**src/rtl/table_linear_interpolator_unit_macros.svh**
```systemverilog
// ----------------------------------------------------------------------------
// Assertion macros for the table interpolator
// Shared assertion forms used by the top level.
// ----------------------------------------------------------------------------
`ifndef TABLE_LINEAR_INTERPOLATOR_UNIT_MACROS_SVH
`define TABLE_LINEAR_INTERPOLATOR_UNIT_MACROS_SVH
`define TLI_ASSERT_IMPL(label, clk, rst_n, ante, cons) \
  label: assert property (@(posedge clk) disable iff (!rst_n) (ante) |-> (cons)) \
    else $error("assertion failed");
`define TLI_ASSERT_NEXT(label, clk, rst_n, ante, cons) \
  label: assert property (@(posedge clk) disable iff (!rst_n) (ante) |=> (cons)) \
    else $error("assertion failed");
`endif

```
**src/rtl/tli_pkg.sv**
```systemverilog
// ----------------------------------------------------------------------------
// Table interpolator package
// Shared types, codes and command/status structs.
// ----------------------------------------------------------------------------
package tli_pkg;
  localparam int QW = 48;
  localparam int AW = 32;
  localparam int TW = 34;

  localparam logic [1:0] RANGE_IN    = 2'd0;
  localparam logic [1:0] RANGE_BELOW = 2'd1;
  localparam logic [1:0] RANGE_ABOVE = 2'd2;

  localparam logic MODE_LOAD  = 1'b0;
  localparam logic MODE_QUERY = 1'b1;

  typedef enum logic [3:0] {
    ST_IDLE, ST_RD0, ST_CHK0, ST_RDL, ST_CHKL, ST_SCAN, ST_SCHK,
    ST_RDLO, ST_RDHI, ST_DIV, ST_DONE, ST_OUT
  } state_t;

  typedef enum logic [2:0] {
    RD_NONE, RD_ROW0, RD_LAST, RD_SCAN, RD_LO, RD_HI
  } rd_sel_t;

  typedef struct packed {
    logic    load;
    logic    cap_q;
    rd_sel_t rd;
    logic    cap0;
    logic    capl;
    logic    cap_lo;
    logic    cap_hi;
    logic    scan_init;
    logic    scan_step;
    logic    div_start;
    logic    res_row0;
    logic    res_last;
    logic    res_interp;
  } cmd_t;

  typedef struct packed {
    logic below0;
    logic ge_last;
    logic scan_hit;
    logic div_busy;
  } sts_t;
endpackage

```
**src/rtl/tli_ctrl.sv**
```systemverilog
// ----------------------------------------------------------------------------
// Table interpolator controller
// Sequences row checks, the linear scan and the divide, and the handshake.
// ----------------------------------------------------------------------------
module tli_ctrl (
  input  logic          clk,
  input  logic          rst_n,
  input  logic          in_valid,
  input  logic          in_mode,
  output logic          in_ready,
  output logic          out_valid,
  input  logic          out_ready,
  input  tli_pkg::sts_t sts,
  output tli_pkg::cmd_t cmd
);
  import tli_pkg::*;

  state_t state_r, state_nxt;

  always_ff @(posedge clk) begin
    if (!rst_n) begin
      state_r <= ST_IDLE;
    end else begin
      state_r <= state_nxt;
    end
  end

  always_comb begin
    state_nxt = state_r;
    cmd = '0;
    cmd.rd = RD_NONE;
    in_ready = 1'b0;
    out_valid = 1'b0;
    case (state_r)
      ST_IDLE: begin
        in_ready = 1'b1;
        if (in_valid) begin
          if (in_mode == MODE_LOAD) begin
            cmd.load = 1'b1;
          end else begin
            cmd.cap_q = 1'b1;
            state_nxt = ST_RD0;
          end
        end
      end
      ST_RD0: begin
        cmd.rd = RD_ROW0;
        state_nxt = ST_CHK0;
      end
      ST_CHK0: begin
        cmd.cap0 = 1'b1;
        state_nxt = ST_RDL;
      end
      ST_RDL: begin
        if (sts.below0) begin
          cmd.res_row0 = 1'b1;
          state_nxt = ST_OUT;
        end else begin
          cmd.rd = RD_LAST;
          state_nxt = ST_CHKL;
        end
      end
      ST_CHKL: begin
        cmd.capl = 1'b1;
        cmd.scan_init = 1'b1;
        state_nxt = ST_SCAN;
      end
      ST_SCAN: begin
        if (sts.ge_last) begin
          cmd.res_last = 1'b1;
          state_nxt = ST_OUT;
        end else begin
          cmd.rd = RD_SCAN;
          state_nxt = ST_SCHK;
        end
      end
      ST_SCHK: begin
        if (sts.scan_hit) begin
          state_nxt = ST_RDLO;
        end else begin
          cmd.scan_step = 1'b1;
          cmd.rd = RD_SCAN;
          state_nxt = ST_SCHK;
        end
      end
      ST_RDLO: begin
        cmd.rd = RD_LO;
        state_nxt = ST_RDHI;
      end
      ST_RDHI: begin
        cmd.rd = RD_HI;
        cmd.cap_lo = 1'b1;
        state_nxt = ST_DIV;
      end
      ST_DIV: begin
        cmd.cap_hi = 1'b1;
        cmd.div_start = 1'b1;
        state_nxt = ST_DONE;
      end
      ST_DONE: begin
        if (!sts.div_busy) begin
          cmd.res_interp = 1'b1;
          state_nxt = ST_OUT;
        end
      end
      ST_OUT: begin
        out_valid = 1'b1;
        if (out_ready) begin
          state_nxt = ST_IDLE;
        end
      end
      default: state_nxt = ST_IDLE;
    endcase
  end
endmodule

```
**config.mk**
```make
export PLATFORM = sky130hd
export DESIGN_NAME = tli_ctrl
export DESIGN_NICKNAME = d
export VERILOG_FILES = /design/src/rtl/table_linear_interpolator_unit_macros.svh /design/src/rtl/tli_pkg.sv /design/src/rtl/tli_ctrl.sv
export SDC_FILE = /design/constraint.sdc
export NUM_CORES = 1
export LEC_CHECK = 0
export BUFFER_PORTS_ARGS = -buffer_cell sky130_fd_sc_hd__buf_2
export CORE_AREA = 3 3 41 43
export DETAILED_ROUTE_END_ITERATION = 12
export DIE_AREA = 0 0 44 46
export PLACE_DENSITY = 0.66
export SLEW_MARGIN = 20
export SYNTH_ARGS = -nofsm -noshare
export SYNTH_HDL_FRONTEND = slang
export SYNTH_SLANG_ARGS = --single-unit
```
**constraint.sdc**
```tcl
create_clock -name clk -period 1.2 [get_ports clk]
set_clock_uncertainty 0.2 [all_clocks]
set_input_delay 0 -clock clk [delete_from_list [all_inputs] [get_ports clk]]
set_output_delay 0 -clock clk [all_outputs]
set_load 0.02 [all_outputs]
```
==> impl_metrics.toml, run 1 <==
[timing]
worst_endpoint_kind = "primary output"
worstEndpointGrtRepair = "cmd[14]"

[run_status]
status = "stopped before the end"
stop_stage = "5_1_grt"
error = "[ERROR DPL-0038] Utilization greater than 100%, impossible to legalize"

[die]
initial_core_util_pct = 38.1
num_rows = 13
die_y_um = 46
io_pins = 26
die_w_um = 44

[yosys]
yosysWarningCount = 0
syn_inst = 69
ys_ff_latch = 4
yosys.area.top_type = "dfxtp_1"
yosys.area_share.simple_pct = 42.4
yosysUniqueCellTypes = 30
synth_top_family_by_area = "simple AND/OR/NAND/NOR gates"
synth_compound_area_share_pct = 26.4
netlist_area_um2 = 508
synth.area.mux_share_pct = 0
netlist.area_leader.share_pct = 15.8
seq_area_frac_synth_pct = 15.8
synth-xor-area-share_pct = 0
synth_area_leaders = "dfxtp_1, buf_4, a21oi_1"
synthAdderAreaFrac_pct = 0
synth_nets = 78
syn_area_per_cell_um2 = 7.36

[clock_network]
cts_buffers = 3
cts_max_level = 1
cts.sinks = 4
cts_root_buf = "clkbuf_4"
cts_max_path_buffers = 2

[placed_design]
gp_congestion = 0.858
place_hpwl_mm = 1.09
io_buffers = 25
post-place-ws_ns = -0.321

[grt]
grt_max_degree = 9
==> cells by family after synthesis <==
logic type / after synthesis
and+or+nand+nor: 34
AOI/OAI and AO/OA: 20
buffers and inverters: 11
DFF: 4
==> repair_timing <==
action / 4_1_cts
hold buffers: 5
pin swaps: 17
resized for setup: 57
hold endpoints to repair: 4
setup endpoints to repair: 21
setup buffers: 13
==> stage by stage <==
step / instances / utilization [%] / hold slack, ns / instance area (um2)
2_1_floorplan: 69 / - / -0.168 / 601
3_3_place_gp: 116 / 57.8 / 0.0736 / 771
3_5_place_dp: 116 / 57.8 / 0.0677 / 771
4_1_cts: 135 / 82.7 / 0.00431 / 1100
==> Yosys cell counts <==
master     number
o21ai_1         1
nand3b_4        1
a21oi_2         1
o21ai_2         1
o21a_1          2
nor2_1          6
buf_4           6
a32o_1          1
o21ai_0         4
nor4_1          2
inv_1           3
buf_6           2
and3_1          2
o221ai_1        1
a311oi_1        1
nor3_2          1
or3_1           1
nand2_4         1
o2bb2ai_1       1
dfxtp_1         4
nand2_1         6
nand2b_1        4
nor4_4          1
nor3_1          4
a21oi_1         5
a211oi_1        1
a21boi_1        1
nand3b_1        2
nand3_1         2
nor2b_1         1
==> inputs of run 2 (changes only) <==
CORE_AREA = 3 3 64 66   (was 3 3 41 43)
DIE_AREA = 0 0 67 69   (was 0 0 44 46)
PLACE_DENSITY = default   (was 0.66)
PLACE_DENSITY_LB_ADDON = 0.15   (was default)
clock period = 1.6 ns   (was 1.2 ns; I/O delays follow)
==> impl_metrics.toml, run 2 <==
[power]
pwr-share-clk_pct = 33.3
switching_power_mw = 0.232
ir_drop_uv = 164
power_frac_seq_pct = 21.4
cellInternalPower_mw = 0.422
p_leak_nw = 0.412
swShare_pct = 35.5
p_per_area_mw_per_mm2 = 761
pwr-share-comb_pct = 45.3

[yosys]
netlist_area_um2 = 508
syn_inst = 69
synth_area_leaders = "dfxtp_1, buf_4, a21oi_1"
synth_common_cells = "buf_4, nand2_1, nor2_1"
ys.flop_type = "dfxtp_1"
yosysWarningCount = 0
syn_area_per_cell_um2 = 7.36
synth-edff-count = 0
synth_nets = 78
async_flop_share_pct = 0
yosys.area.top_type = "dfxtp_1"
netlist.area_leader.share_pct = 15.8
yosysUniqueCellTypes = 30
ys_ff_latch = 4
seq_area_frac_synth_pct = 15.8

[clock_network]
cts_root_buf = "clkbuf_8"
cts_max_level = 1
cts_tree = "yes"
clk_pin_slew_ns = 0.03
cts.sinks = 4
cts_max_path_buffers = 2
cts_buffers = 3
clk_latency_ns = 0.22

[final_layout]
layout_common_cells = "buf_4, buf_2, nand2_1"
area_delta_synth_final_pct = 69.2
largest_reg_flops = 4
finalNetCount = 116
drive_gt1_share_pct = 53.3
final_common_cell = "buf_4"
n_antenna_cell = 0
top_regs = "state_r x4"
top_register = "state_r"

[run]
maxCapViolations = 0

[placed_design]
io_buffers = 25
gp_congestion = 0.733
place_hpwl_mm = 1.28

[grt]
grt_use_total_pct = 7.45
grt-ovfl-total = 0
grt_max_degree = 13
antenna_found_initial = 0
first_global_vias = 595
grt_pass1_wl_mm = 2.58

[timing]
hold_violations = 0
slew_viol_final = 0
slew_headroom_pct = 76.7
tightest_slew_ns = 0.346
finalCritPeriodShare_pct = 95.7
hold_ws_ns = 0.0148
rsz0062_at_grt = "false"
min_period_ns = 1.53
setup_viol = 0
fmax_ghz = 0.653
timing.setup.tns_ns = 0

[setup_path]
cpMaxStageDelayCell = "dfxtp_4"
rr_endpoint = "state_r[0]"
rr_worst_depth = 5
cp_cell_sequence = "buf_4 > nor4_4 > nand2_1 > nor2_1 > buf_4"
cp-end-kind = "output pin"
worstReg2RegStart = "state_r[0]"
reg2reg_slack_ns = 0.23
cp.arrival_ns = 1.33
crit_top_cell = "buf_4"
critPathRequiredTime_ns = 1.40
crit_type = "flop to output pin"
crit_fanout = 8
cp-start-kind = "flop"
crit_path_max_incr_delay_ns = 0.36

[die]
dieArea_mm2 = 0.00462
num_rows = 22
io_pins = 26
initial_core_util_pct = 14.0
die_w_um = 67
core_mm2 = 0.00363
die_y_um = 69

[run_status]
status = "finished, final reports clean"

[min_path]
hold_depth = 5
hp-start = "sts[3]"
min_path_type = "primary input to flop"
holdPathEnd = "state_r[1]"

[route]
drt-initial-drc-count = 9
viasPerCell = 3.98
drtPass1Iterations = 4
wire_per_inst_um = 11.0
wl_mm = 1.69
drc_errors = 0
vias = 609
ant_nets = 0
[run 2: power groups by stage]
| stage | Combinational, mW | Clock (mW) | Sequential, mW |
|---|---|---|---|
| after floorplan | 0.192 | 0 | 0.116 |
| after global placement | 0.238 | 0 | 0.144 |
| after detailed placement | 0.236 | 0 | 0.145 |
| after CTS | 0.272 | 0.227 | 0.144 |
| after global routing | 0.321 | 0.233 | 0.142 |
| final | 0.297 | 0.218 | 0.140 |
[run 2: timing repair]
| item | CTS | global route |
|---|---|---|
| cloned | 0 | 0 |
| setup buffers | 3 | 3 |
| pin swaps | 2 | 4 |
| endpoints found under the setup margin | 9 | 9 |
| resized for setup | 10 | 11 |
| hold buffers | 5 | 0 |
| endpoints found under the hold margin | 4 | 0 |
[run 2: layout make-up]
| type | instances | area, um2 |
|---|---|---|
| clock buffer | 3 | 41.3 |
| inverter | 3 | 11.3 |
| tap | 48 | 60.1 |
| sequential | 4 | 90.1 |
| multi-input combinational | 54 | 375 |
| fill | 416 | 2770 |
| timing repair buffer | 41 | 282 |
[run 2: logic make-up (layout without fill, tap and decap cells)]
| kind of cell | after synthesis | in the layout | share of synthesized area (%) |
|---|---|---|---|
| AO/OA/AOI/OAI | 20 | 20 | 26.4 |
| flip-flops | 4 | 4 | 15.8 |
| buffers and inverters | 11 | 47 | 15.5 |
| AND/OR/NAND/NOR | 34 | 34 | 42.4 |
[run 2: how the worst max path moves through the flow]
| stage | start | to | cells after the start |
|---|---|---|---|
| after floorplan | state_r[0] | cmd[8] | 4 |
| after global placement | state_r[0] | state_r[3] | 3 |
| after detailed placement | state_r[0] | state_r[0] | 5 |
| after CTS | state_r[2] | cmd[0] | 4 |
| after global routing | state_r[0] | cmd[12] | 5 |
| final | state_r[1] | cmd[14] | 5 |
[run 2: critical path: cells and delay by family, from the launching register on]
kind	cells	cell delay [ns]
buf+inv	2	0.29
simple gates	3	0.45
flops	1	0.36
[run 2: per-stage QoR]
step	instance area (um2)	util, %	cells	power (mW)	setup slack [ns]
2_1_floorplan	513	-	69	0.308	0.00450
3_3_place_gp	683	18.8	141	0.382	0.0498
3_5_place_dp	683	18.8	141	0.381	0.0741
4_1_cts	817	22.5	152	0.643	0.00642
5_1_grt	860	23.7	153	0.696	0.00280
6_report	860	23.7	153	0.654	0.0681
[run 2: metal layers]
layer  vias up  routed length [um]  GRT usage, %
met5         -                   0             0
met4         0                  50          5.41
met3         4                 136          2.77
met2        19                 752          11.0
met1       270                 750          8.53
li1        316                   -             -
Power figures use the tool's default switching activity.
==> inputs of run 3 (changes only) <==
ABC_AREA = 1   (was default)
==> impl_metrics.toml, run 3 <==
[yosys]
yosys.area.top_type = "nand2_1"
yosysUniqueCellTypes = 16
synth_nets = 89
netlist_area_um2 = 425
yosysWarningCount = 0
async_flop_share_pct = 0
ys.flop_type = "dfxtp_1"
syn_area_per_cell_um2 = 5.32
synth-edff-count = 0
seq_area_frac_synth_pct = 18.8
synth_common_cells = "nand2_1, inv_1, nor2_1"
yosysMostFrequentCell = "nand2_1"
ys_ff_latch = 4
netlist.area_leader.share_pct = 19.4
syn_inst = 80
synth_area_leaders = "nand2_1, dfxtp_1, inv_1"

[setup_path]
crit_type = "flop to output pin"
cp-end-kind = "output pin"
cp-start-kind = "flop"
crit_fanout = 4
critPathRequiredTime_ns = 1.40
cp.arrival_ns = 1.28

[run]
maxCapViolations = 0

[timing]
finalCritPeriodShare_pct = 92.6
setup_viol = 0
hold_violations = 1
rsz0062_at_grt = "false"
fmax_ghz = 0.675
hold_ws_ns = -0.00701
slew_viol_final = 0
tightest_slew_ns = 0.248
min_period_ns = 1.48
post-route-worst-setup-slack_ns = 0.119
timing.setup.tns_ns = 0
slew_headroom_pct = 83.3

[run_status]
status = "finished with violations"
violations = "negative hold slack"

[die]
num_rows = 22
die_w_um = 67
dieArea_mm2 = 0.00462
io_pins = 26
die_y_um = 69
core_mm2 = 0.00363
initial_core_util_pct = 11.7

[placed_design]
post-place-ws_ns = 0.154
place_hpwl_mm = 1.22
place_inst = 151
gp_congestion = 0.850
io_buffers = 25

[clock_network]
clk_pin_slew_ns = 0.03
cts_tree = "yes"
cts_max_path_buffers = 2
cts_root_buf = "clkbuf_8"
cts_max_level = 1
clk_latency_ns = 0.22
cts_buffers = 3
cts.sinks = 4

[power]
total_power_mw = 0.441
ir_drop_uv = 209
p_leak_nw = 0.404
pwr-share-comb_pct = 25.0
p_per_area_mw_per_mm2 = 627
pwr-share-clk_pct = 50.1
switching_power_mw = 0.133
swShare_pct = 30.0
cellInternalPower_mw = 0.309
power_frac_seq_pct = 24.9

[final_layout]
final_common_cell = "buf_2"
multi_input_area_um2 = 280
drive_gt1_share_pct = 40.0
top_regs = "state_r x4"
layout_common_cells = "buf_2, nand2_1, inv_1"
largest_reg_flops = 4
fillers = 449
finalNetCount = 121
n_antenna_cell = 0
area_delta_synth_final_pct = 65.3
top_register = "state_r"
regArea_um2 = 86.3
finalNonFillerCells = 158

[route]
wire_per_inst_um = 9.23
drc_errors = 0
vias = 553
drtPass1Iterations = 4
ant_nets = 0
wl_mm = 1.46
viasPerCell = 3.50
drt-initial-drc-count = 21

[grt]
grt_pass1_wl_mm = 2.25
antenna_found_initial = 0
grt_max_degree = 7
grt_use_total_pct = 6.70
first_global_vias = 511
grt-ovfl-total = 0

[min_path]
min_path_type = "primary input to flop"
-- run 3: cells by family after synthesis --
| family | Yosys count | synth area share, % |
|---|---|---|
| flops | 4 | 18.8 |
| simple gates | 49 | 52.6 |
| compound gates | 7 | 9.12 |
| buf+inv | 20 | 19.4 |
-- run 3: layout make-up --
cell class                      count  area share [%]
Clock buffer                        3            5.87
Inverter                           18            9.61
Multi-Input combinational cell     56            39.9
Sequential cell                     4            12.3
Tap cell                           48            8.54
Timing Repair Buffer               29            23.8
-- run 3: what timing repair did --
action | in CTS | in global routing
gates resized for setup | 2 | 9
buffers inserted | 0 | 0
hold buffers | 4 | 0
endpoints found under the setup margin | 1 | 3
gates cloned | 0 | 0
pin swaps | 0 | 0
endpoints found under the hold margin | 4 | 0
-- run 3: metal layers --
layer | global-route usage, % | up-vias | share of wire [%]
met4 | 4.73 | 0 | 1.9
met5 | 0 | - | 0
met1 | 8.14 | 225 | 47
met3 | 2.77 | 2 | 9.5
li1 | - | 300 | -
met2 | 9.28 | 26 | 41
-- run 3: worst max-delay path, cell delays in order, from the launching register on --
cell and delay (ns):
dfxtp_4 0.37, inv_2 0.06, nor2_4 0.10, nand2_1 0.09
o21ai_1 0.12, inv_1 0.06, o211ai_1 0.08, buf_4 0.17
-- run 3: power by group through the flow --
stage	Clock [mW]	Combinational (mW)	Sequential [mW]
global route	0.238	0.124	0.110
finish	0.221	0.110	0.110
global placement	0	0.0992	0.112
CTS	0.222	0.107	0.110
detailed placement	0	0.0985	0.111
floorplan	0	0.0646	0.110
-- run 3: final timing paths --
check,from,end,slack [ns],cells after the start
min reg2reg,state_r[2],state_r[2],0.45,3
min,sts[0],state_r[1],-0.007,5
max,state_r[2],cmd[10],0.12,7
max reg2reg,state_r[1],state_r[3],0.21,8
-- run 3: stage by stage --
step	instance area, um2	hold WS (ns)	utilization (%)
after floorplan	425	-0.120	-
after global placement	596	0.0778	16.4
after detailed placement	596	0.0796	16.4
after CTS	681	0.0191	18.7
after global routing	703	0.0300	19.4
final	703	-0.00701	19.4
==> inputs of run 4 (changes only) <==
CTS_CLUSTER_SIZE = 14   (was default)
SLEW_MARGIN = 10   (was 20)
clock period = 1.5 ns   (was 1.6 ns; I/O delays follow)
==> impl_metrics.toml, run 4 (synthesized netlist as in run 3, its figures left out) <==
[setup_path]
critPathRequiredTime_ns = 1.30
cp-end-kind = "output pin"
crit_type = "flop to output pin"
crit_fanout = 4
cp.arrival_ns = 1.28
cp-start-kind = "flop"
reg2reg_slack_ns = 0.12

[die]
io_pins = 26
num_rows = 22
core_mm2 = 0.00363
initial_core_util_pct = 11.7
die_w_um = 67
dieArea_mm2 = 0.00462
die_y_um = 69

[route]
viasPerCell = 3.49
wire_per_inst_um = 9.48
drc_errors = 0
drt-initial-drc-count = 13
ant_nets = 0
drtPass1Iterations = 4
vias = 566
wl_mm = 1.54

[clock_network]
clk_latency_ns = 0.22
cts_max_level = 1
cts.sinks = 4
cts_tree = "yes"
cts_root_buf = "clkbuf_8"
cts_max_path_buffers = 2
cts_buffers = 3
clk_pin_slew_ns = 0.03

[run_status]
violations = "negative hold slack"
status = "finished with violations"

[power]
ir_drop_uv = 144
cellInternalPower_mw = 0.335
pwr-share-clk_pct = 49.0
pwr-share-comb_pct = 26.4
p_leak_nw = 0.427
p_per_area_mw_per_mm2 = 641
swShare_pct = 29.9
switching_power_mw = 0.143
power_frac_seq_pct = 24.7

[grt]
first_global_vias = 561
grt_max_degree = 7
grt_pass1_wl_mm = 2.37
antenna_found_initial = 0
grt-ovfl-total = 0
grt_use_total_pct = 6.67

[placed_design]
gp_congestion = 0.752
io_buffers = 25
post-place-ws_ns = 0.0171
place_hpwl_mm = 1.25
place_inst = 151

[timing]
finalCritPeriodShare_pct = 98.4
hold_violations = 2
setup_viol = 0
tightest_slew_ns = 0.223
min_period_ns = 1.48
slew_viol_final = 0
hold_ws_ns = -0.00996
post-route-worst-setup-slack_ns = 0.0239
timing.setup.tns_ns = 0
rsz0062_at_grt = "true"
fmax_ghz = 0.677
slew_headroom_pct = 85.0

[min_path]
min_path_type = "primary input to flop"

[final_layout]
final_common_cell = "buf_2"
layout_common_cells = "buf_2, nand2_1, inv_1"
finalNonFillerCells = 162
top_regs = "state_r x4"
drive_gt1_share_pct = 46.5
top_register = "state_r"
area_delta_synth_final_pct = 75.0
n_antenna_cell = 0
fillers = 435
finalNetCount = 125
largest_reg_flops = 4

[run]
maxCapViolations = 0
==> run 4: final timing paths <==
check | depth (start not counted) | startpoint | end
max reg2reg | 9 | state_r[0] | state_r[0]
min | 5 | sts[0] | state_r[3]
max | 7 | state_r[2] | cmd[10]
min reg2reg | 4 | state_r[0] | state_r[0]
==> run 4: per-stage QoR <==
stage	area (um2)	utilization, %	power (mW)
CTS	713	19.6	0.476
floorplan	425	-	0.186
global route	744	20.5	0.504
global placement	596	16.4	0.226
finish	744	20.5	0.478
detailed placement	596	16.4	0.225
==> run 4: what timing repair did <==
action | in CTS | in global routing
gates resized for setup | 10 | 6
endpoints found under the setup margin | 3 | 10
setup buffers | 2 | 2
pin swaps | 2 | 4
hold endpoints to repair | 4 | 0
hold buffers | 4 | 0
==> run 4: area by class of cell <==
cell class	count	area (um2)	area share, %
Clock buffer	3	41.3	5.55
Inverter	18	70.1	9.41
Multi-Input combinational cell	56	288	38.7
Sequential cell	4	87.6	11.8
Tap cell	48	60.1	8.07
Timing Repair Buffer	33	198	26.6
==> run 4: power groups by stage <==
stage	clock network [mW]	logic [mW]	registers [mW]
6_report	0.234	0.126	0.118
5_1_grt	0.246	0.140	0.118
4_1_cts	0.235	0.124	0.117
3_5_place_dp	0	0.107	0.119
3_3_place_gp	0	0.108	0.118
2_1_floorplan	0	0.0689	0.117
==> run 4: per-layer routing <==
| metal | GRT usage, % | part of all wire, % |
|---|---|---|
| met2 | 10.2 | 44 |
| met1 | 8.03 | 47 |
| met3 | 2.44 | 7.6 |
| met4 | 3.38 | 1.4 |
| met5 | 0 | 0 |
==> run 4: critical path: stages (launching register included) <==
cell	delay [ns]
dfxtp_4	0.37
inv_4	0.05
nor2_4	0.10
nand3b_1	0.13
o21ai_2	0.08
inv_1	0.06
o211ai_1	0.08
buf_4	0.17
